--- config.mk ---
export PLATFORM = sky130hd
export DESIGN_NAME = cascaded_interrupt_controller
export DESIGN_NICKNAME = d
export VERILOG_FILES = /design/src/design/cic_pkg.sv /design/src/design/cic_chip.sv /design/src/design/cascaded_interrupt_controller.sv
export VERILOG_INCLUDE_DIRS = /design/src /design/src/design
export SDC_FILE = /design/constraint.sdc
export NUM_CORES = 1
export LEC_CHECK = 0
export ABC_CLOCK_PERIOD_IN_PS = 4350
export CAP_MARGIN = 20
export CORE_MARGIN = 2
export CORE_UTILIZATION = 55
export DETAILED_ROUTE_END_ITERATION = 10
export DONT_BUFFER_PORTS = 1
export PLACE_DENSITY = 0.78
export SLEW_MARGIN = 20
export SYNTH_ARGS = -nofsm -noshare
export SYNTH_HDL_FRONTEND = slang
export SYNTH_SLANG_ARGS = --single-unit
--- constraint.sdc ---
create_clock -name i_clk -period 4.35 [get_ports i_clk]
set_clock_uncertainty 0.2 [all_clocks]
set_input_delay 0.6525 -clock i_clk [delete_from_list [all_inputs] [get_ports i_clk]]
set_output_delay 0.6525 -clock i_clk [all_outputs]
set_load 0.01 [all_outputs]
--- src/design/cascaded_interrupt_controller_macros.svh ---
// Assertion helpers shared by the controller RTL.
`ifndef CASCADED_INTERRUPT_CONTROLLER_MACROS_SVH
`define CASCADED_INTERRUPT_CONTROLLER_MACROS_SVH

// Same-cycle implication, disabled in reset.
`define CIC_ASSERT_NOW(label, ant, cons) \
    label: assert property (@(posedge i_clk) disable iff (!i_rst_n) (ant) |-> (cons)) \
        else $error("cic assertion failed");

// Next-cycle implication, disabled in reset.
`define CIC_ASSERT_NEXT(label, ant, cons) \
    label: assert property (@(posedge i_clk) disable iff (!i_rst_n) (ant) |=> (cons)) \
        else $error("cic assertion failed");

`endif

--- src/design/cic_pkg.sv ---
`default_nettype none

package cic_pkg;

    typedef enum logic [1:0] {
        CMD_WRITE  = 2'd0,
        CMD_READ   = 2'd1,
        CMD_SAMPLE = 2'd2,
        CMD_ACK    = 2'd3
    } t_cmd;

    typedef enum logic [3:0] {
        INIT_IDLE = 4'b0001,
        INIT_ICW2 = 4'b0010,
        INIT_ICW3 = 4'b0100,
        INIT_ICW4 = 4'b1000
    } t_init_state;

    localparam logic [7:0] ICW1_BIT     = 8'h10;
    localparam logic [7:0] OCW3_BIT     = 8'h08;
    localparam logic [7:0] OCW3_RR      = 8'h02;
    localparam logic [7:0] OCW3_RIS     = 8'h01;
    localparam logic [7:0] EOI_BIT      = 8'h20;
    localparam logic [7:0] OCW2_SL      = 8'h40;
    localparam logic [7:0] AUTO_EOI_BIT = 8'h02;

    localparam logic [3:0] MODE_IC4       = 4'h1;
    localparam logic [3:0] MODE_SNGL      = 4'h2;
    localparam logic [3:0] MODE_AEOI      = 4'h4;
    localparam logic [3:0] MODE_LTIM      = 4'h8;
    localparam logic [3:0] MODE_ICW1_MASK = MODE_IC4 | MODE_SNGL | MODE_LTIM;

    localparam logic [2:0] CASCADE_LINE = 3'd2;
    localparam logic [2:0] SPUR_LINE    = 3'd7;
    localparam logic [7:0] CASCADE_BIT  = 8'b0000_0100;

    typedef struct packed {
        logic [1:0]  cmd;
        logic        chip_sel;
        logic        port_sel;
        logic [7:0]  wdata;
        logic [15:0] irq_lines;
    } t_in_beat;

    typedef struct packed {
        logic [7:0] rdata;
        logic       intr;
        logic [7:0] vector;
        logic       vector_valid;
        logic       spurious;
    } t_out_beat;

    typedef struct packed {
        logic       fire;
        logic       wr;
        logic       sample;
        logic       ack;
        logic       port;
        logic [7:0] wdata;
        logic [7:0] lines;
        logic       casc_en;
        logic       casc_req;
    } t_chip_req;

    typedef struct packed {
        logic [7:0] rdata;
        logic [2:0] line;
        logic       empty;
        logic [4:0] vbase;
        logic       next_elig;
    } t_chip_rsp;

    // bits of lower number than the highest-priority in-service bit
    function automatic logic [7:0] f_below(input logic [7:0] isr);
        return (isr & (~isr + 8'd1)) - 8'd1;
    endfunction

    function automatic logic [2:0] f_lowest(input logic [7:0] v);
        logic [2:0] idx;
        idx = SPUR_LINE;
        for (int i = 7; i >= 0; i--) begin
            if (v[i]) begin
                idx = 3'(i);
            end
        end
        return idx;
    endfunction

endpackage

`default_nettype wire

--- src/design/cic_chip.sv ---
`default_nettype none

`include "cascaded_interrupt_controller_macros.svh"

module cic_chip import cic_pkg::*; (
    input  wire logic      i_clk,
    input  wire logic      i_rst_n,
    input  wire t_chip_req i_req,
    output t_chip_rsp      o_rsp
);

    logic [7:0]  r_imr, n_imr;
    logic [7:0]  r_irr, n_irr;
    logic [7:0]  r_isr, n_isr;
    logic [4:0]  r_vbase, n_vbase;
    t_init_state r_init, n_init;
    logic [3:0]  r_mode, n_mode;
    logic [7:0]  r_casc, n_casc;
    logic [7:0]  r_prev, n_prev;
    logic        r_read_isr, n_read_isr;

    logic [7:0] w_elig;
    logic       w_empty;
    logic [2:0] w_line;
    logic [7:0] w_ack_bit;
    logic       w_do_ack;

    assign w_elig    = r_irr & ~r_imr & f_below(r_isr);
    assign w_empty   = (w_elig == 8'd0);
    assign w_line    = f_lowest(w_elig);
    assign w_ack_bit = 8'd1 << w_line;
    assign w_do_ack  = i_req.ack && !w_empty;

    always_comb begin
        n_imr      = r_imr;
        n_irr      = r_irr;
        n_isr      = r_isr;
        n_vbase    = r_vbase;
        n_init     = r_init;
        n_mode     = r_mode;
        n_casc     = r_casc;
        n_prev     = r_prev;
        n_read_isr = r_read_isr;

        if (i_req.wr) begin
            if (!i_req.port) begin
                if ((i_req.wdata & ICW1_BIT) != 8'd0) begin
                    n_init     = INIT_ICW2;
                    n_mode     = i_req.wdata[3:0] & MODE_ICW1_MASK;
                    n_imr      = 8'd0;
                    n_irr      = 8'd0;
                    n_isr      = 8'd0;
                    n_prev     = 8'hFF;
                    n_read_isr = 1'b0;
                end else if ((i_req.wdata & OCW3_BIT) != 8'd0) begin
                    if ((i_req.wdata & OCW3_RR) != 8'd0) begin
                        n_read_isr = (i_req.wdata & OCW3_RIS) != 8'd0;
                    end
                end else if ((i_req.wdata & EOI_BIT) != 8'd0) begin
                    if ((i_req.wdata & OCW2_SL) != 8'd0) begin
                        n_isr = r_isr & ~(8'd1 << i_req.wdata[2:0]);
                    end else begin
                        n_isr = r_isr & (r_isr - 8'd1);
                    end
                end
            end else begin
                case (r_init)
                    INIT_ICW2: begin
                        n_vbase = i_req.wdata[7:3];
                        if ((r_mode & MODE_SNGL) == 4'd0) begin
                            n_init = INIT_ICW3;
                        end else if ((r_mode & MODE_IC4) != 4'd0) begin
                            n_init = INIT_ICW4;
                        end else begin
                            n_init = INIT_IDLE;
                        end
                    end
                    INIT_ICW3: begin
                        n_casc = i_req.wdata;
                        n_init = ((r_mode & MODE_IC4) != 4'd0) ? INIT_ICW4 : INIT_IDLE;
                    end
                    INIT_ICW4: begin
                        if ((i_req.wdata & AUTO_EOI_BIT) != 8'd0) begin
                            n_mode = r_mode | MODE_AEOI;
                        end
                        n_init = INIT_IDLE;
                    end
                    default: begin
                        n_imr = i_req.wdata;
                    end
                endcase
            end
        end

        if (i_req.sample) begin
            if ((r_mode & MODE_LTIM) != 4'd0) begin
                n_irr = i_req.lines;
            end else begin
                n_irr = (r_irr | (i_req.lines & ~r_prev)) & i_req.lines;
            end
            n_prev = i_req.lines;
        end

        if (w_do_ack) begin
            if ((r_mode & MODE_AEOI) == 4'd0) begin
                n_isr = r_isr | w_ack_bit;
            end
            if ((r_mode & MODE_LTIM) == 4'd0) begin
                n_irr = r_irr & ~w_ack_bit;
            end
        end

        if (i_req.fire && i_req.casc_en) begin
            n_irr[CASCADE_LINE] = i_req.casc_req;
        end
    end

    always_ff @(posedge i_clk) begin
        if (!i_rst_n) begin
            r_imr      <= 8'hFF;
            r_irr      <= 8'd0;
            r_isr      <= 8'd0;
            r_vbase    <= 5'd0;
            r_init     <= INIT_IDLE;
            r_mode     <= 4'd0;
            r_casc     <= 8'd0;
            r_prev     <= 8'd0;
            r_read_isr <= 1'b0;
        end else begin
            r_imr      <= n_imr;
            r_irr      <= n_irr;
            r_isr      <= n_isr;
            r_vbase    <= n_vbase;
            r_init     <= n_init;
            r_mode     <= n_mode;
            r_casc     <= n_casc;
            r_prev     <= n_prev;
            r_read_isr <= n_read_isr;
        end
    end

    always_comb begin
        o_rsp.rdata     = i_req.port ? r_imr : (r_read_isr ? r_isr : r_irr);
        o_rsp.line      = w_line;
        o_rsp.empty     = w_empty;
        o_rsp.vbase     = r_vbase;
        o_rsp.next_elig = (n_irr & ~n_imr & f_below(n_isr)) != 8'd0;
    end

    `CIC_ASSERT_NEXT(a_ack_sets_isr,
        w_do_ack && ((r_mode & MODE_AEOI) == 4'd0),
        (r_isr & $past(w_ack_bit)) == $past(w_ack_bit))
    `CIC_ASSERT_NEXT(a_icw1_starts_init,
        i_req.wr && !i_req.port && ((i_req.wdata & ICW1_BIT) != 8'd0),
        r_init == INIT_ICW2 && r_isr == 8'd0 && r_imr == 8'd0)
    `CIC_ASSERT_NOW(a_init_onehot, 1'b1, $onehot(r_init))

endmodule

`default_nettype wire

--- src/design/cascaded_interrupt_controller.sv ---
// Master/slave pair of fixed-priority interrupt controllers (slave on master
// line 2) driven by bus writes, bus reads, request line samples and acknowledges.
// Every beat gives exactly one result beat. Throughput is one beat per clock
// while the result side does not stall; a beat passes the input and the result
// register, with all decode, priority and state update done between them.
// Stall on the result side holds the result register and stalls the input side
// only once the input register is also occupied. NUM_CHIPS = 1 removes the slave.
`default_nettype none

`include "cascaded_interrupt_controller_macros.svh"

module cascaded_interrupt_controller import cic_pkg::*; #(
    parameter int NUM_CHIPS = 2
) (
    input  wire logic      i_clk,
    input  wire logic      i_rst_n,
    input  wire logic      i_in_valid,
    output logic           o_in_stall,
    input  wire t_in_beat  i_in_beat,
    output logic           o_out_valid,
    input  wire logic      i_out_stall,
    output t_out_beat      o_out_beat
);

    localparam bit TWO_CHIPS = (NUM_CHIPS >= 2);

    logic      r_in_valid;
    t_in_beat  r_in;
    logic      r_out_valid;
    t_out_beat r_out;
    t_out_beat n_out;

    logic      w_out_block;
    logic      w_fire;
    logic      w_accept;

    t_chip_req w_m_req, w_s_req;
    t_chip_rsp w_m_rsp, w_s_rsp;

    assign w_out_block = r_out_valid && i_out_stall;
    assign o_in_stall  = r_in_valid && w_out_block;
    assign w_fire      = r_in_valid && !w_out_block;
    assign w_accept    = i_in_valid && !o_in_stall;

    always_ff @(posedge i_clk) begin
        if (!i_rst_n) begin
            r_in_valid  <= 1'b0;
            r_out_valid <= 1'b0;
        end else begin
            if (w_accept) begin
                r_in_valid <= 1'b1;
            end else if (w_fire) begin
                r_in_valid <= 1'b0;
            end
            if (w_fire) begin
                r_out_valid <= 1'b1;
            end else if (!i_out_stall) begin
                r_out_valid <= 1'b0;
            end
        end
    end

    always_ff @(posedge i_clk) begin
        if (w_accept) begin
            r_in <= i_in_beat;
        end
        if (w_fire) begin
            r_out <= n_out;
        end
    end

    always_comb begin
        w_m_req.fire     = w_fire;
        w_m_req.wr       = w_fire && (r_in.cmd == CMD_WRITE) && !r_in.chip_sel;
        w_m_req.sample   = w_fire && (r_in.cmd == CMD_SAMPLE);
        w_m_req.ack      = w_fire && (r_in.cmd == CMD_ACK);
        w_m_req.port     = r_in.port_sel;
        w_m_req.wdata    = r_in.wdata;
        w_m_req.lines    = r_in.irq_lines[7:0] & ~CASCADE_BIT;
        w_m_req.casc_en  = TWO_CHIPS;
        w_m_req.casc_req = w_s_rsp.next_elig;

        w_s_req.fire     = w_fire;
        w_s_req.wr       = w_fire && (r_in.cmd == CMD_WRITE) && r_in.chip_sel;
        w_s_req.sample   = w_fire && (r_in.cmd == CMD_SAMPLE);
        w_s_req.ack      = w_m_req.ack && !w_m_rsp.empty && (w_m_rsp.line == CASCADE_LINE);
        w_s_req.port     = r_in.port_sel;
        w_s_req.wdata    = r_in.wdata;
        w_s_req.lines    = r_in.irq_lines[15:8];
        w_s_req.casc_en  = 1'b0;
        w_s_req.casc_req = 1'b0;
    end

    cic_chip u_master (
        .i_clk   (i_clk),
        .i_rst_n (i_rst_n),
        .i_req   (w_m_req),
        .o_rsp   (w_m_rsp)
    );

    generate
        if (TWO_CHIPS) begin : g_slave
            cic_chip u_slave (
                .i_clk   (i_clk),
                .i_rst_n (i_rst_n),
                .i_req   (w_s_req),
                .o_rsp   (w_s_rsp)
            );
        end else begin : g_no_slave
            assign w_s_rsp = '{rdata: 8'd0, line: SPUR_LINE, empty: 1'b1,
                               vbase: 5'd0, next_elig: 1'b0};
        end
    endgenerate

    always_comb begin
        n_out              = '0;
        n_out.intr         = w_m_rsp.next_elig;
        n_out.vector_valid = (r_in.cmd == CMD_ACK);
        case (r_in.cmd)
            CMD_READ: begin
                n_out.rdata = r_in.chip_sel ? w_s_rsp.rdata : w_m_rsp.rdata;
            end
            CMD_ACK: begin
                if (w_m_rsp.empty) begin
                    n_out.spurious = 1'b1;
                    n_out.vector   = {w_m_rsp.vbase, SPUR_LINE};
                end else if (w_s_req.ack && TWO_CHIPS) begin
                    n_out.spurious = w_s_rsp.empty;
                    n_out.vector   = {w_s_rsp.vbase, w_s_rsp.line};
                end else begin
                    n_out.vector   = {w_m_rsp.vbase, w_m_rsp.line};
                end
            end
            default: begin
                n_out.rdata = 8'd0;
            end
        endcase
    end

    assign o_out_valid = r_out_valid;
    assign o_out_beat  = r_out;

    `CIC_ASSERT_NEXT(a_fire_loads_result, w_fire,
        r_out_valid && (r_out.vector_valid == ($past(r_in.cmd) == CMD_ACK)))
    `CIC_ASSERT_NOW(a_spurious_is_ir7, r_out_valid && r_out.spurious,
        r_out.vector_valid && (r_out.vector[2:0] == SPUR_LINE))
    `CIC_ASSERT_NOW(a_no_vector_without_ack, r_out_valid && !r_out.vector_valid,
        (r_out.vector == 8'd0) && !r_out.spurious)

endmodule

`default_nettype wire
==> metrics.log, run 1 <==
[metrics] worst relative slew slack: between 50% and 60%
[metrics] cell internal power dissipation: 2210 uW
[metrics] tightest hold margin: ~0.087 ns
[metrics] CTS Root Buffer Type: sky130_fd_sc_hd__clkbuf_16
[metrics] Max Slew Vio Count: 0
[metrics] maximum clock frequency: 240 MHz
[metrics] most used standard cell by instance count after synthesis: sky130_fd_sc_hd__nor2_1
[metrics] Clock Power Share: 46.5%
[metrics] number of nets produced by synthesis: 894
[metrics] maximum resistive drop on vdd: 0.241 mV
[metrics] maximum number of pins on one net before global-route repair: 50
[metrics] core area: between 10000 and 15000 um2
[metrics] largest stage delay on the critical path: roughly 0.40 ns
[metrics] DIE WIDTH: ~120 um
[metrics] crit path buf inv count: 3
[metrics] cell-by-cell trace of the critical path: inv_1, ha_1, a211o_1, or2_1, o311a_1, or2_0, o41a_1, buf_4, or3_1, a21boi_1, a211oi_1, buf_4, o311ai_4, a21oi_2, o31ai_1
[metrics] crit path max-delay cell type: sky130_fd_sc_hd__o41a_1
[metrics] clock sink count: approximately 140
[metrics] initial core utilization: 56.2%
[metrics] clock buffer count from CTS: 17
[metrics] count of hold-fix buffers inserted at cts: 0
[metrics] detailed-route vias per instance: 6.63
[metrics] part of the Yosys area used for sequential elements: 43.6%
[metrics] proportion of power drawn by combinational gates: 4.9%
[metrics] GRT Resource Usage Total: around 34%
[metrics] final setup violation count: 0
[metrics] fraction of power spent switching nets: between 20% and 30%
[metrics] H-tree levels: 4
[metrics] #FFs+latches synth: between 100 and 150
[metrics] HPWL Detailed: between 15000 and 20000 um
[metrics] ranking of synthesized cells by instance count: sky130_fd_sc_hd__nor2_1, sky130_fd_sc_hd__dfxtp_1, sky130_fd_sc_hd__nand2_1
[metrics] max-cap violation count: 0
[metrics] final-stage net count: ~920
[metrics] initial antenna violation count: 0
[metrics] transition time at the pin with the least slew margin: between 0.7 and 0.8 ns
[metrics] Filler cells: about 1100
[metrics] path class of the lowest-slack min-delay path: input port to flop
[metrics] cell area power density: about 350 nW/um2
[metrics] Diodes inserted: 0
[metrics] number of different library cells in the post-synthesis netlist: between 70 and 80
[metrics] Via Count: ~7100
[metrics] data arrival time of the worst path: about 4.2 ns
[metrics] DRC violation count after routing: 0
[metrics] post-synthesis cell count: 856
[metrics] final critical-path share of the clock period: 95.6%
[metrics] capturing element type of the critical path: flop
[metrics] kind of launch point of the worst setup path: flop
[metrics] number of enable-type register cells in the synthesized netlist: between 40 and 50
[metrics] sequential share of power: approximately 49%
[metrics] number of violations reported at the end of detailed-routing iteration 0: about 780
[metrics] largest fanout on the critical path: 10
[metrics] CTS max path bufs: 2
[metrics] vias in the first global route: 6881
[metrics] gr ovfl total: 0
[metrics] Synth warnings: 0
[metrics] source-to-sink clock delay at the later pin of the worst-skew pair: ~0.43 ns
[metrics] Layout Cells excl Fill: ~1100
[metrics] cell taking the most area after synthesis: sky130_fd_sc_hd__dfxtp_1
[metrics] P_sw: just over 700 uW
[metrics] cell repeated most along the worst path: sky130_fd_sc_hd__buf_4
[metrics] FP Rows: 42
[metrics] Leak: approximately 0.0032 uW
[metrics] fraction of registers with async set or reset after synthesis: 0%
[metrics] syn avg cell area: 8.69 um2
[metrics] average wire length per cell after detail routing: 22.9 um
[metrics] kind of cell adding the most delay to the critical path: compound AO/OA/AOI/OAI gates
[metrics] most used flip-flop cell after synthesis: sky130_fd_sc_hd__dfxtp_1
[metrics] synth top area cells: sky130_fd_sc_hd__dfxtp_1, sky130_fd_sc_hd__edfxtp_1, sky130_fd_sc_hd__nor2_1
[metrics] CTS tree: done
[metrics] placer's final routability congestion estimate: approximately 1
[metrics] CP required: 4.41 ns
[metrics] remaining number of nets flagged by the antenna check after routing: 0
[metrics] wire length after detailed routing: ~24000 um
[metrics] number of hold violations in the final report: 0
[metrics] post-synth top area share: between 20% and 30%
[metrics] Total Die Area: around 14000 um2
[metrics] number of top-level pins: between 50 and 60
[metrics] post-route minimum period: between 4 and 5 ns
[metrics] fraction of layout cells with a size suffix above 1: approximately an eighth
[metrics] power consumption: around 2900 uW
[metrics] detailed-router iteration count before antenna repair: 5
[metrics] Cell Area, Synth: around 7400 um2
[metrics] area grow syn2layout: 13.4%
[metrics] first-pass GRT wire length: between 30000 and 40000 um
[metrics] critical setup path kind: flop to flop
[metrics] status: complete, no violations
[metrics] clock-pin slew reported for the worst setup and hold paths after clock tree synthesis: 0.06 ns
[metrics] number of instances in the placed design: ~1000
[metrics] number of buffers inserted by port buffering: 0
[metrics] vertical die dimension: roughly 120 um
path summary, 6_finish.rpt:
path / start / to / slack (ns) / depth (start not counted)
worst min register to register: u_master.r_prev[1] / u_master.r_prev[1] / 0.27 / 2
worst max register to register: g_slave.u_slave.r_isr[1] / o_out_beat[10] / 0.19 / 15
worst min-delay path: i_rst_n / u_master.r_imr[1] / 0.09 / 1
worst max-delay path: g_slave.u_slave.r_isr[1] / o_out_beat[10] / 0.19 / 15
cells in the final DEF (no fill, tap or decap), types with 5 or more instances in the layout:
cell type                   count
sky130_fd_sc_hd__nand3b_1       9
sky130_fd_sc_hd__o21ai_0       47
sky130_fd_sc_hd__buf_4         56
sky130_fd_sc_hd__o311a_1        9
sky130_fd_sc_hd__o22ai_1        8
sky130_fd_sc_hd__nand2_1       88
sky130_fd_sc_hd__a21oi_1       60
sky130_fd_sc_hd__nor3b_1       11
sky130_fd_sc_hd__a31oi_1       16
sky130_fd_sc_hd__a22oi_1        8
sky130_fd_sc_hd__o211ai_1       6
sky130_fd_sc_hd__nor4_1         5
sky130_fd_sc_hd__nor4b_1        5
sky130_fd_sc_hd__and2_1        22
sky130_fd_sc_hd__nand3_1       20
sky130_fd_sc_hd__clkbuf_16     17
sky130_fd_sc_hd__ha_1           6
sky130_fd_sc_hd__and3_1        12
sky130_fd_sc_hd__o221a_2        7
sky130_fd_sc_hd__a211o_1        5
sky130_fd_sc_hd__mux2_2         5
sky130_fd_sc_hd__o31ai_1       10
sky130_fd_sc_hd__o311ai_0       6
sky130_fd_sc_hd__nor3_1        23
sky130_fd_sc_hd__nand2b_1      13
sky130_fd_sc_hd__a211oi_1      13
sky130_fd_sc_hd__or3_1          6
sky130_fd_sc_hd__dfxtp_1       92
sky130_fd_sc_hd__nor2_1        96
sky130_fd_sc_hd__nor2b_1       16
sky130_fd_sc_hd__mux2i_1       30
sky130_fd_sc_hd__or2_2          5
sky130_fd_sc_hd__inv_1         23
sky130_fd_sc_hd__edfxtp_1      46
metal layers:
| layer | GRT usage, % | routed length [um] |
|---|---|---|
| met1 | 42.8 | 9940 |
| met2 | 55.9 | 11500 |
| met3 | 7.45 | 1820 |
| met4 | 17.8 | 1220 |
| met5 | 0 | 0 |
cell families after synthesis:
| kind of cell | after synthesis | share of synthesized area (%) |
|---|---|---|
| buffers and inverters | 78 | 4.10 |
| flip-flops | 139 | 43.6 |
| XOR/XNOR | 2 | 0.236 |
| AO/OA/AOI/OAI | 244 | 22.6 |
| AND/OR/NAND/NOR | 352 | 23.7 |
| adder cells (fa/ha/maj) | 6 | 1.01 |
| multiplexers | 35 | 4.79 |
sequential cells by signal, indices dropped and copies added (netlist names), 4 cells and up:
register                 count
g_slave.u_slave.r_imr        8
g_slave.u_slave.r_init       4
g_slave.u_slave.r_irr        8
g_slave.u_slave.r_isr        8
g_slave.u_slave.r_mode       4
g_slave.u_slave.r_prev       8
g_slave.u_slave.r_vbase      5
o_out_beat                  19
r_in                        27
u_master.r_imr               8
u_master.r_init              4
u_master.r_irr               8
u_master.r_isr               8
u_master.r_mode              4
u_master.r_prev              7
u_master.r_vbase             5
worst reg2reg max path, stage by stage, from the launching register on:
cell                       delay [ns]
sky130_fd_sc_hd__dfxtp_2         0.35
sky130_fd_sc_hd__inv_1           0.08
sky130_fd_sc_hd__ha_1            0.20
sky130_fd_sc_hd__a211o_1         0.30
sky130_fd_sc_hd__or2_1           0.26
sky130_fd_sc_hd__o311a_1         0.36
sky130_fd_sc_hd__or2_0           0.27
sky130_fd_sc_hd__o41a_1          0.40
sky130_fd_sc_hd__buf_4           0.20
sky130_fd_sc_hd__or3_1           0.38
sky130_fd_sc_hd__a21boi_1        0.16
sky130_fd_sc_hd__a211oi_1        0.07
sky130_fd_sc_hd__buf_4           0.16
sky130_fd_sc_hd__o311ai_4        0.27
sky130_fd_sc_hd__a21oi_2         0.12
sky130_fd_sc_hd__o31ai_1         0.23
stage by stage:
step	utilization [%]	setup slack [ns]	TNS, ns	instance area [um2]
finish	63.7	0.191	0	8430
global route	63.7	-0.00831	-0.00831	8430
CTS	63.5	0.0479	0	8410
detailed placement	59.4	0.0382	0	7860
global placement	59.4	0.158	0	7860
floorplan	-	0.0609	0	7440
final cells by class:
cell class / count / area, um2 / area share [%]
sequential: 139 / 3240 / 38.5
inverter: 24 / 90.1 / 1.07
timing repair buffer: 56 / 420 / 4.99
tap: 176 / 220 / 2.61
clock buffer: 17 / 425 / 5.04
clock inverter: 15 / 124 / 1.47
multi-input combinational: 639 / 3910 / 46.4
power groups by stage:
stage | Clock [uW] | Sequential [uW] | Combinational, uW
finish | 1370 | 1430 | 145
global route | 1420 | 1430 | 157
CTS | 1370 | 1420 | 141
detailed placement | 0 | 1450 | 140
global placement | 0 | 1450 | 136
floorplan | 0 | 1430 | 106
repair_timing:
action	CTS	global route
gates resized for setup	0	5
endpoints found under the setup margin	0	2
buffers inserted	0	1
Power figures use the tool's default switching activity.
==> run 2, diff against run 1 <==
==> constraint.sdc (replaced) <==
create_clock -name i_clk -period 4.35 [get_ports i_clk]
set_clock_uncertainty 0.2 [all_clocks]
set_input_delay 0 -clock i_clk [delete_from_list [all_inputs] [get_ports i_clk]]
set_output_delay 0 -clock i_clk [all_outputs]
set_load 0.01 [all_outputs]
==> run 2 against run 1 <==
Compared with the run above:
- maximum frequency shrank 0.37%
- cell area grew 5.7%
- total power grew 3.9%
- sequential power is essentially flat
- die area is the same
- via count grew 3.6%
- global-route usage grew 1.0 points
- wire length grew 3.4%
- utilization grew 3.6 points
- flip-flop and latch count is the same
- critical endpoint unchanged
- highest routed layer unchanged
==> metrics.log, run 2 (same netlist as run 1, synthesis figures left out) <==
[metrics] transition time at the pin with the least slew margin: 0.634 ns (-0.0981 ns)
[metrics] largest fanout on the critical path: 8 (-2)
[metrics] number of violations reported at the end of detailed-routing iteration 0: 954 (+23%)
[metrics] number of buffers inserted by port buffering: 0 (unchanged)
[metrics] P_sw: 747 uW (+3.4%)
[metrics] clock-pin slew reported for the worst setup and hold paths after clock tree synthesis: 0.06 ns (about the same)
[metrics] vertical die dimension: 120 um (unchanged)
[metrics] gr ovfl total: 0 (unchanged)
[metrics] average wire length per cell after detail routing: 22.9 um (-0.38%)
[metrics] detailed-route vias per instance: 6.62 (-0.17%)
[metrics] Filler cells: 1097 (-3.3%)
[metrics] r2r setup slk: 0.18 ns (-0.02 ns)
[metrics] clock sink count: 139 (unchanged)
[metrics] detailed-router iteration count before antenna repair: 6 (+1)
[metrics] Worst R2R Start: g_slave.u_slave.r_isr[1]
[metrics] critical setup path kind: flop to flop
[metrics] Leak: 0.00341 uW (+5.2%)
[metrics] core area: 13200 um2 (unchanged)
[metrics] final critical-path share of the clock period: 96.0% (+0.35 points)
[metrics] crit path buf inv count: 1 (-2)
[metrics] cell internal power dissipation: 2300 uW (+4.0%)
[metrics] sequential share of power: 46.7% (-1.8 points)
[metrics] final core utilization: 67.3% (+3.6 points)
[metrics] RSZ-0062 raised after global routing: no
[metrics] area grow syn2layout: 19.8%
[metrics] area of all placed cells without fillers: 8910 um2 (+5.7%)
[metrics] vias in the first global route: 6894 (+0.19%)
[metrics] Hold Crit Depth: 1 (unchanged)
[metrics] CTS max path bufs: 2 (unchanged)
[metrics] proportion of power drawn by combinational gates: 6.4% (+1.5 points)
[metrics] cell-by-cell trace of the critical path: buf_4, ha_1, a211o_1, or2_1, o311a_1, or2_0, o41a_1, o32a_1, o32ai_2, a211oi_1, o311ai_2, a21oi_1, o31ai_1
[metrics] Diodes inserted: 0 (unchanged)
[metrics] number of hold violations in the final report: 0 (unchanged)
[metrics] Total Die Area: 14500 um2 (unchanged)
[metrics] GRT Resource Usage Total: 35.3% (+1.0 points)
[metrics] logic depth of the worst path, buffers included: 13 (-2)
[metrics] Max Slew Vio Count: 0 (unchanged)
[metrics] source-to-sink clock delay at the later pin of the worst-skew pair: 0.44 ns (about the same)
[metrics] initial antenna violation count: 0 (unchanged)
[metrics] final-stage net count: 955 (+4.4%)
[metrics] largest stage delay on the critical path: 0.41 ns (about the same)
[metrics] maximum number of pins on one net before global-route repair: 50 (unchanged)
[metrics] register name with the most flops: r_in
[metrics] hold path start: i_in_beat[6]
[metrics] CTS tree: done
[metrics] post-route minimum period: 4.17 ns (+0.0154 ns)
[metrics] DRC violation count after routing: 0 (unchanged)
[metrics] Sequential cell area: 3240 um2 (about the same)
[metrics] crit path max-delay cell type: sky130_fd_sc_hd__o41a_1
[metrics] endpoint of the worst-slack reg-to-reg timing path: o_out_beat[10]
[metrics] maximum clock frequency: 240 MHz (-0.37%)
[metrics] wire length after detailed routing: 25300 um (+3.4%)
[metrics] max-cap violation count: 0 (unchanged)
[metrics] end point of the worst hold path: r_in[6]
[metrics] path class of the lowest-slack min-delay path: input port to flop
[metrics] data arrival time of the worst path: 4.24 ns (+0.02 ns)
[metrics] number of flip-flops under the largest register name: 27 (unchanged)
[metrics] initial core utilization: 56.2% (unchanged)
[metrics] H-tree levels: 4 (unchanged)
[metrics] HPWL Detailed: 17700 um (-1.9%)
[metrics] Via Count: 7319 (+3.6%)
[metrics] cell area power density: 342 nW/um2 (-1.7%)
[metrics] status: complete, no violations
[metrics] final setup violation count: 0 (unchanged)
[metrics] kind of launch point of the worst setup path: flop
[metrics] total cell area at the placement stage: 7760 um2 (-1.3%)
[metrics] FP Rows: 42 (unchanged)
[metrics] CP required: 4.42 ns (about the same)
[metrics] capturing element type of the critical path: flop
[metrics] CTS Root Buffer Type: sky130_fd_sc_hd__clkbuf_16
[metrics] first-pass GRT wire length: 38500 um (+2.3%)
[metrics] worst relative slew slack: 57.2% (+6.3 points)
[metrics] fraction of power spent switching nets: 24.5% (-0.11 points)
[metrics] maximum resistive drop on vdd: 0.263 mV (+8.9%)
[metrics] multi-input gate area in the final layout: 3910 um2 (about the same)
[metrics] most frequent standard cell in the layout excluding fill and tap cells: sky130_fd_sc_hd__nor2_1
[metrics] cell count of the worst reg-to-reg path: 13 (-2)
[metrics] most frequent cells in the layout: sky130_fd_sc_hd__nor2_1, sky130_fd_sc_hd__dfxtp_1, sky130_fd_sc_hd__nand2_1
[metrics] number of top-level pins: 53 (unchanged)
[metrics] kind of cell adding the most delay to the critical path: compound AO/OA/AOI/OAI gates
[metrics] DIE WIDTH: 120 um (unchanged)
[metrics] clock buffer count from CTS: 17 (unchanged)
[metrics] fraction of layout cells with a size suffix above 1: 10.9% (-1.9 points)
[metrics] setup total negative slack: 0 ns (unchanged)
[metrics] Clock Power Share: 46.9% (+0.4 points)
[metrics] remaining number of nets flagged by the antenna check after routing: 0 (unchanged)
[metrics] placer's final routability congestion estimate: 1.12 (+12%)
## run 2: changes by cell type in the layout (fill, tap and decap cells not counted), moves of 2 or more
cell / previous run / this run
sky130_fd_sc_hd__buf_4: 56 / 41
sky130_fd_sc_hd__clkbuf_1: 0 / 2
sky130_fd_sc_hd__clkinv_1: 4 / 1
sky130_fd_sc_hd__dlygate4sd3_1: 0 / 54
sky130_fd_sc_hd__clkinv_2: 3 / 1
## run 2: power groups by stage
| stage | Clock (uW) | Sequential, uW | Combinational (uW) |
|---|---|---|---|
| detailed placement | 0 | 1450 | 140 |
| floorplan | 0 | 1430 | 106 |
| global placement | 0 | 1450 | 137 |
| finish | 1430 | 1420 | 195 |
| CTS | 1430 | 1420 | 188 |
| global route | 1490 | 1430 | 208 |
## run 2: metrics by stage
step	hold WS [ns]	setup slack, ns	total power [uW]	std cells
6_report	0.00221	0.176	3050	1106
5_1_grt	0.00469	0.00114	3120	1106
4_1_cts	0.00206	0.156	3040	1106
3_5_place_dp	-0.129	0.151	1590	1019
3_3_place_gp	-0.132	0.219	1580	1019
2_1_floorplan	-0.101	0.372	1540	856
## run 2: how the worst max path moves through the flow
stage	from	end	slack [ns]
detailed placement	g_slave.u_slave.r_isr[1]	o_out_beat[10]	0.15
floorplan	o_out_valid	o_out_beat[10]	0.37
global placement	g_slave.u_slave.r_isr[1]	o_out_beat[10]	0.22
finish	g_slave.u_slave.r_isr[1]	o_out_beat[10]	0.18
CTS	g_slave.u_slave.r_isr[1]	o_out_beat[10]	0.16
global route	g_slave.u_slave.r_isr[0]	o_out_beat[10]	0.001
## run 2: final cells by class
cell class              instances  share of cell area (%)
multi-input cells             639                    43.9
flip-flops and latches        139                    36.4
repair buffers                 96                    9.75
clock buffers                  21                    5.29
well taps                     176                    2.47
clock inverters                11                    1.22
inverters                      24                    1.01
## run 2: metal layers
metal,wire [um],GRT usage [%],up-vias
met1,9630,43.5,3425
met2,11800,56.4,477
li1,-,-,3298
met3,2470,9.15,119
met4,1430,19.8,0
met5,0,0,-
## run 2: timing repair
action | in CTS | in global routing
setup endpoints to repair | 0 | 1
hold buffers | 55 | 0
endpoints found under the hold margin | 119 | 0
resized for setup | 0 | 3
buffers inserted | 0 | 0
==> run 3, diff against run 2 <==
RECOVER_POWER = 25   (was default)
==> run 3 against run 2 <==
Compared with the run above:
- maximum frequency is essentially flat
- first-iteration DRC count grew 3.0%
- final cell count is the same
- worst setup slack gained 0.00095 ns
- cell area is essentially flat
- via count shrank 0.36%
- wire length is essentially flat
- worst hold slack gained 0.0059 ns
- flip-flop and latch count is the same
- register-to-register slack is essentially flat
- critical path type unchanged
- largest cell class unchanged
==> metrics.log, run 3 (same netlist as run 1, synthesis figures left out) <==
[metrics] cell area power density: 343 nW/um2 (about the same)
[metrics] initial core utilization: 56.2% (unchanged)
[metrics] maximum clock frequency: 240 MHz (about the same)
[metrics] final setup violation count: 0 (unchanged)
[metrics] status: complete, no violations
[metrics] first-pass GRT wire length: 38500 um (unchanged)
[metrics] FP Rows: 42 (unchanged)
[metrics] number of violations reported at the end of detailed-routing iteration 0: 983 (+3.0%)
[metrics] core area: 13200 um2 (unchanged)
[metrics] proportion of power drawn by combinational gates: 6.4% (about the same)
[metrics] Leak: 0.00340 uW (about the same)
[metrics] critical setup path kind: flop to flop
[metrics] GRT Resource Usage Total: 35.3% (unchanged)
[metrics] clock buffer count from CTS: 17 (unchanged)
[metrics] remaining number of nets flagged by the antenna check after routing: 0 (unchanged)
[metrics] post-route minimum period: 4.17 ns (-0.000950 ns)
[metrics] capturing element type of the critical path: flop
[metrics] DRC violation count after routing: 0 (unchanged)
[metrics] Diodes inserted: 0 (unchanged)
[metrics] cell internal power dissipation: 2300 uW (about the same)
[metrics] area of all placed cells without fillers: 8910 um2 (about the same)
[metrics] Clock Power Share: 46.9% (about the same)
[metrics] max-cap violation count: 0 (unchanged)
[metrics] gr ovfl total: 0 (unchanged)
[metrics] number of flip-flops under the largest register name: 27 (unchanged)
[metrics] setup total negative slack: 0 ns (unchanged)
[metrics] CTS tree: done
[metrics] largest fanout on the critical path: 8 (unchanged)
[metrics] detailed-router iteration count before antenna repair: 10 (+4)
[metrics] detailed-route vias per instance: 6.59 (-0.36%)
[metrics] clock sink count: 139 (unchanged)
[metrics] CTS max path bufs: 2 (unchanged)
[metrics] vertical die dimension: 120 um (unchanged)
[metrics] register name with the most flops: r_in
[metrics] maximum number of pins on one net before global-route repair: 50 (unchanged)
[metrics] number of buffers inserted by post-CTS setup repair: 0 (unchanged)
[metrics] DIE WIDTH: 120 um (unchanged)
[metrics] fraction of layout cells with a size suffix above 1: 10.8% (-0.11 points)
[metrics] number of hold violations in the final report: 0 (unchanged)
[metrics] CTS Root Buffer Type: sky130_fd_sc_hd__clkbuf_16
[metrics] Hold Crit Depth: 1 (unchanged)
[metrics] placer's final routability congestion estimate: 1.12 (unchanged)
[metrics] data arrival time of the worst path: 4.24 ns (about the same)
[metrics] Layout Cells excl Fill: 1106 (unchanged)
[metrics] H-tree levels: 4 (unchanged)
[metrics] final core utilization: 67.3% (about the same)
[metrics] Worst R2R Start: g_slave.u_slave.r_isr[1]
[metrics] final-stage net count: 955 (unchanged)
[metrics] number of top-level pins: 53 (unchanged)
[metrics] RSZ-0062 raised after global routing: no
[metrics] wire length after detailed routing: 25300 um (about the same)
[metrics] vias in the first global route: 6894 (unchanged)
[metrics] maximum resistive drop on vdd: 0.259 mV (-1.4%)
[metrics] most frequent cells in the layout: sky130_fd_sc_hd__nor2_1, sky130_fd_sc_hd__dfxtp_1, sky130_fd_sc_hd__nand2_1
[metrics] transition time at the pin with the least slew margin: 0.634 ns (+0.000747 ns)
[metrics] kind of launch point of the worst setup path: flop
[metrics] most frequent standard cell in the layout excluding fill and tap cells: sky130_fd_sc_hd__nor2_1
[metrics] final critical-path share of the clock period: 95.9% (about the same)
[metrics] number of instances in the placed design: 1019 (unchanged)
[metrics] P_sw: 748 uW (+0.17%)
[metrics] source-to-sink clock delay at the later pin of the worst-skew pair: 0.44 ns (about the same)
[metrics] CP required: 4.41 ns (about the same)
[metrics] hold path start: i_in_beat[6]
[metrics] worst relative slew slack: 57.2% (about the same)
[metrics] area grow syn2layout: 19.8% (about the same)
[metrics] average wire length per cell after detail routing: 22.9 um (about the same)
[metrics] total cell area at the placement stage: 7760 um2 (unchanged)
[metrics] origin of the worst setup path: g_slave.u_slave.r_isr[1]
[metrics] Via Count: 7293 (-0.36%)
[metrics] initial antenna violation count: 0 (unchanged)
[metrics] sequential share of power: 46.7% (about the same)
[metrics] cell count of the worst reg-to-reg path: 13 (unchanged)
[metrics] path class of the lowest-slack min-delay path: input port to flop
[metrics] number of buffers inserted by port buffering: 0 (unchanged)
[metrics] Max Slew Vio Count: 0 (unchanged)
[metrics] clock-pin slew reported for the worst setup and hold paths after clock tree synthesis: 0.06 ns (about the same)
[metrics] fraction of power spent switching nets: 24.5% (+0.029 points)
[metrics] HPWL Detailed: 17700 um (unchanged)
[metrics] tightest hold margin: 0.00810 ns (+0.00588 ns)
[metrics] Total Die Area: 14500 um2 (unchanged)
-- run 3: changes by cell type in the layout (fill, tap and decap cells not counted) --
cell and change:
sky130_fd_sc_hd__nor2b_2 -1, sky130_fd_sc_hd__nor2b_1 +1
-- run 3: worst paths after layout --
check	to	slack, ns
min	r_in[6]	0.008
min reg2reg	u_master.r_prev[7]	0.26
max reg2reg	o_out_beat[10]	0.18
max	o_out_beat[10]	0.18
-- run 3: per-layer routing --
layer	part of all wire, %	vias to the layer above	track usage, %
met5	0	-	0
met4	5.4	0	19.8
met3	9.8	105	9.15
met2	47	468	56.4
met1	38	3420	43.5
li1	-	3300	-
-- run 3: layout make-up --
type	instances	area, um2
Timing Repair Buffer	96	868
Clock inverter	11	109
Sequential cell	139	3240
Clock buffer	21	472
Fill cell	1098	4340
Tap cell	176	220
Inverter	24	90.1
Multi-Input combinational cell	639	3910
-- run 3: what timing repair did --
| action | CTS | global route |
|---|---|---|
| endpoints found under the hold margin | 119 | 0 |
| resized for setup | 0 | 3 |
| endpoints found under the setup margin | 0 | 1 |
| hold buffers | 55 | 0 |
-- run 3: power groups by stage --
stage / combinational [uW] / clock, uW / sequential (uW)
floorplan: 106 / 0 / 1430
global route: 208 / 1490 / 1430
finish: 195 / 1430 / 1420
global placement: 137 / 0 / 1450
detailed placement: 140 / 0 / 1450
CTS: 188 / 1430 / 1420
-- run 3: per-stage QoR --
| stage | total power (uW) | setup WS [ns] |
|---|---|---|
| after global routing | 3120 | 0.00114 |
| final | 3050 | 0.176 |
| after detailed placement | 1590 | 0.151 |
| after global placement | 1580 | 0.219 |
| after CTS | 3040 | 0.156 |
| after floorplan | 1540 | 0.372 |
-- run 3: critical path: stages (launching register included) --
cell and delay, ns:
sky130_fd_sc_hd__dfxtp_1 0.31, sky130_fd_sc_hd__buf_4 0.16, sky130_fd_sc_hd__ha_1 0.22, sky130_fd_sc_hd__a211o_1 0.27, sky130_fd_sc_hd__or2_1 0.28, sky130_fd_sc_hd__o311a_1 0.37
sky130_fd_sc_hd__or2_0 0.27, sky130_fd_sc_hd__o41a_1 0.41, sky130_fd_sc_hd__o32a_1 0.39, sky130_fd_sc_hd__o32ai_2 0.29, sky130_fd_sc_hd__a211oi_1 0.14, sky130_fd_sc_hd__o311ai_2 0.29
sky130_fd_sc_hd__a21oi_1 0.15, sky130_fd_sc_hd__o31ai_1 0.25
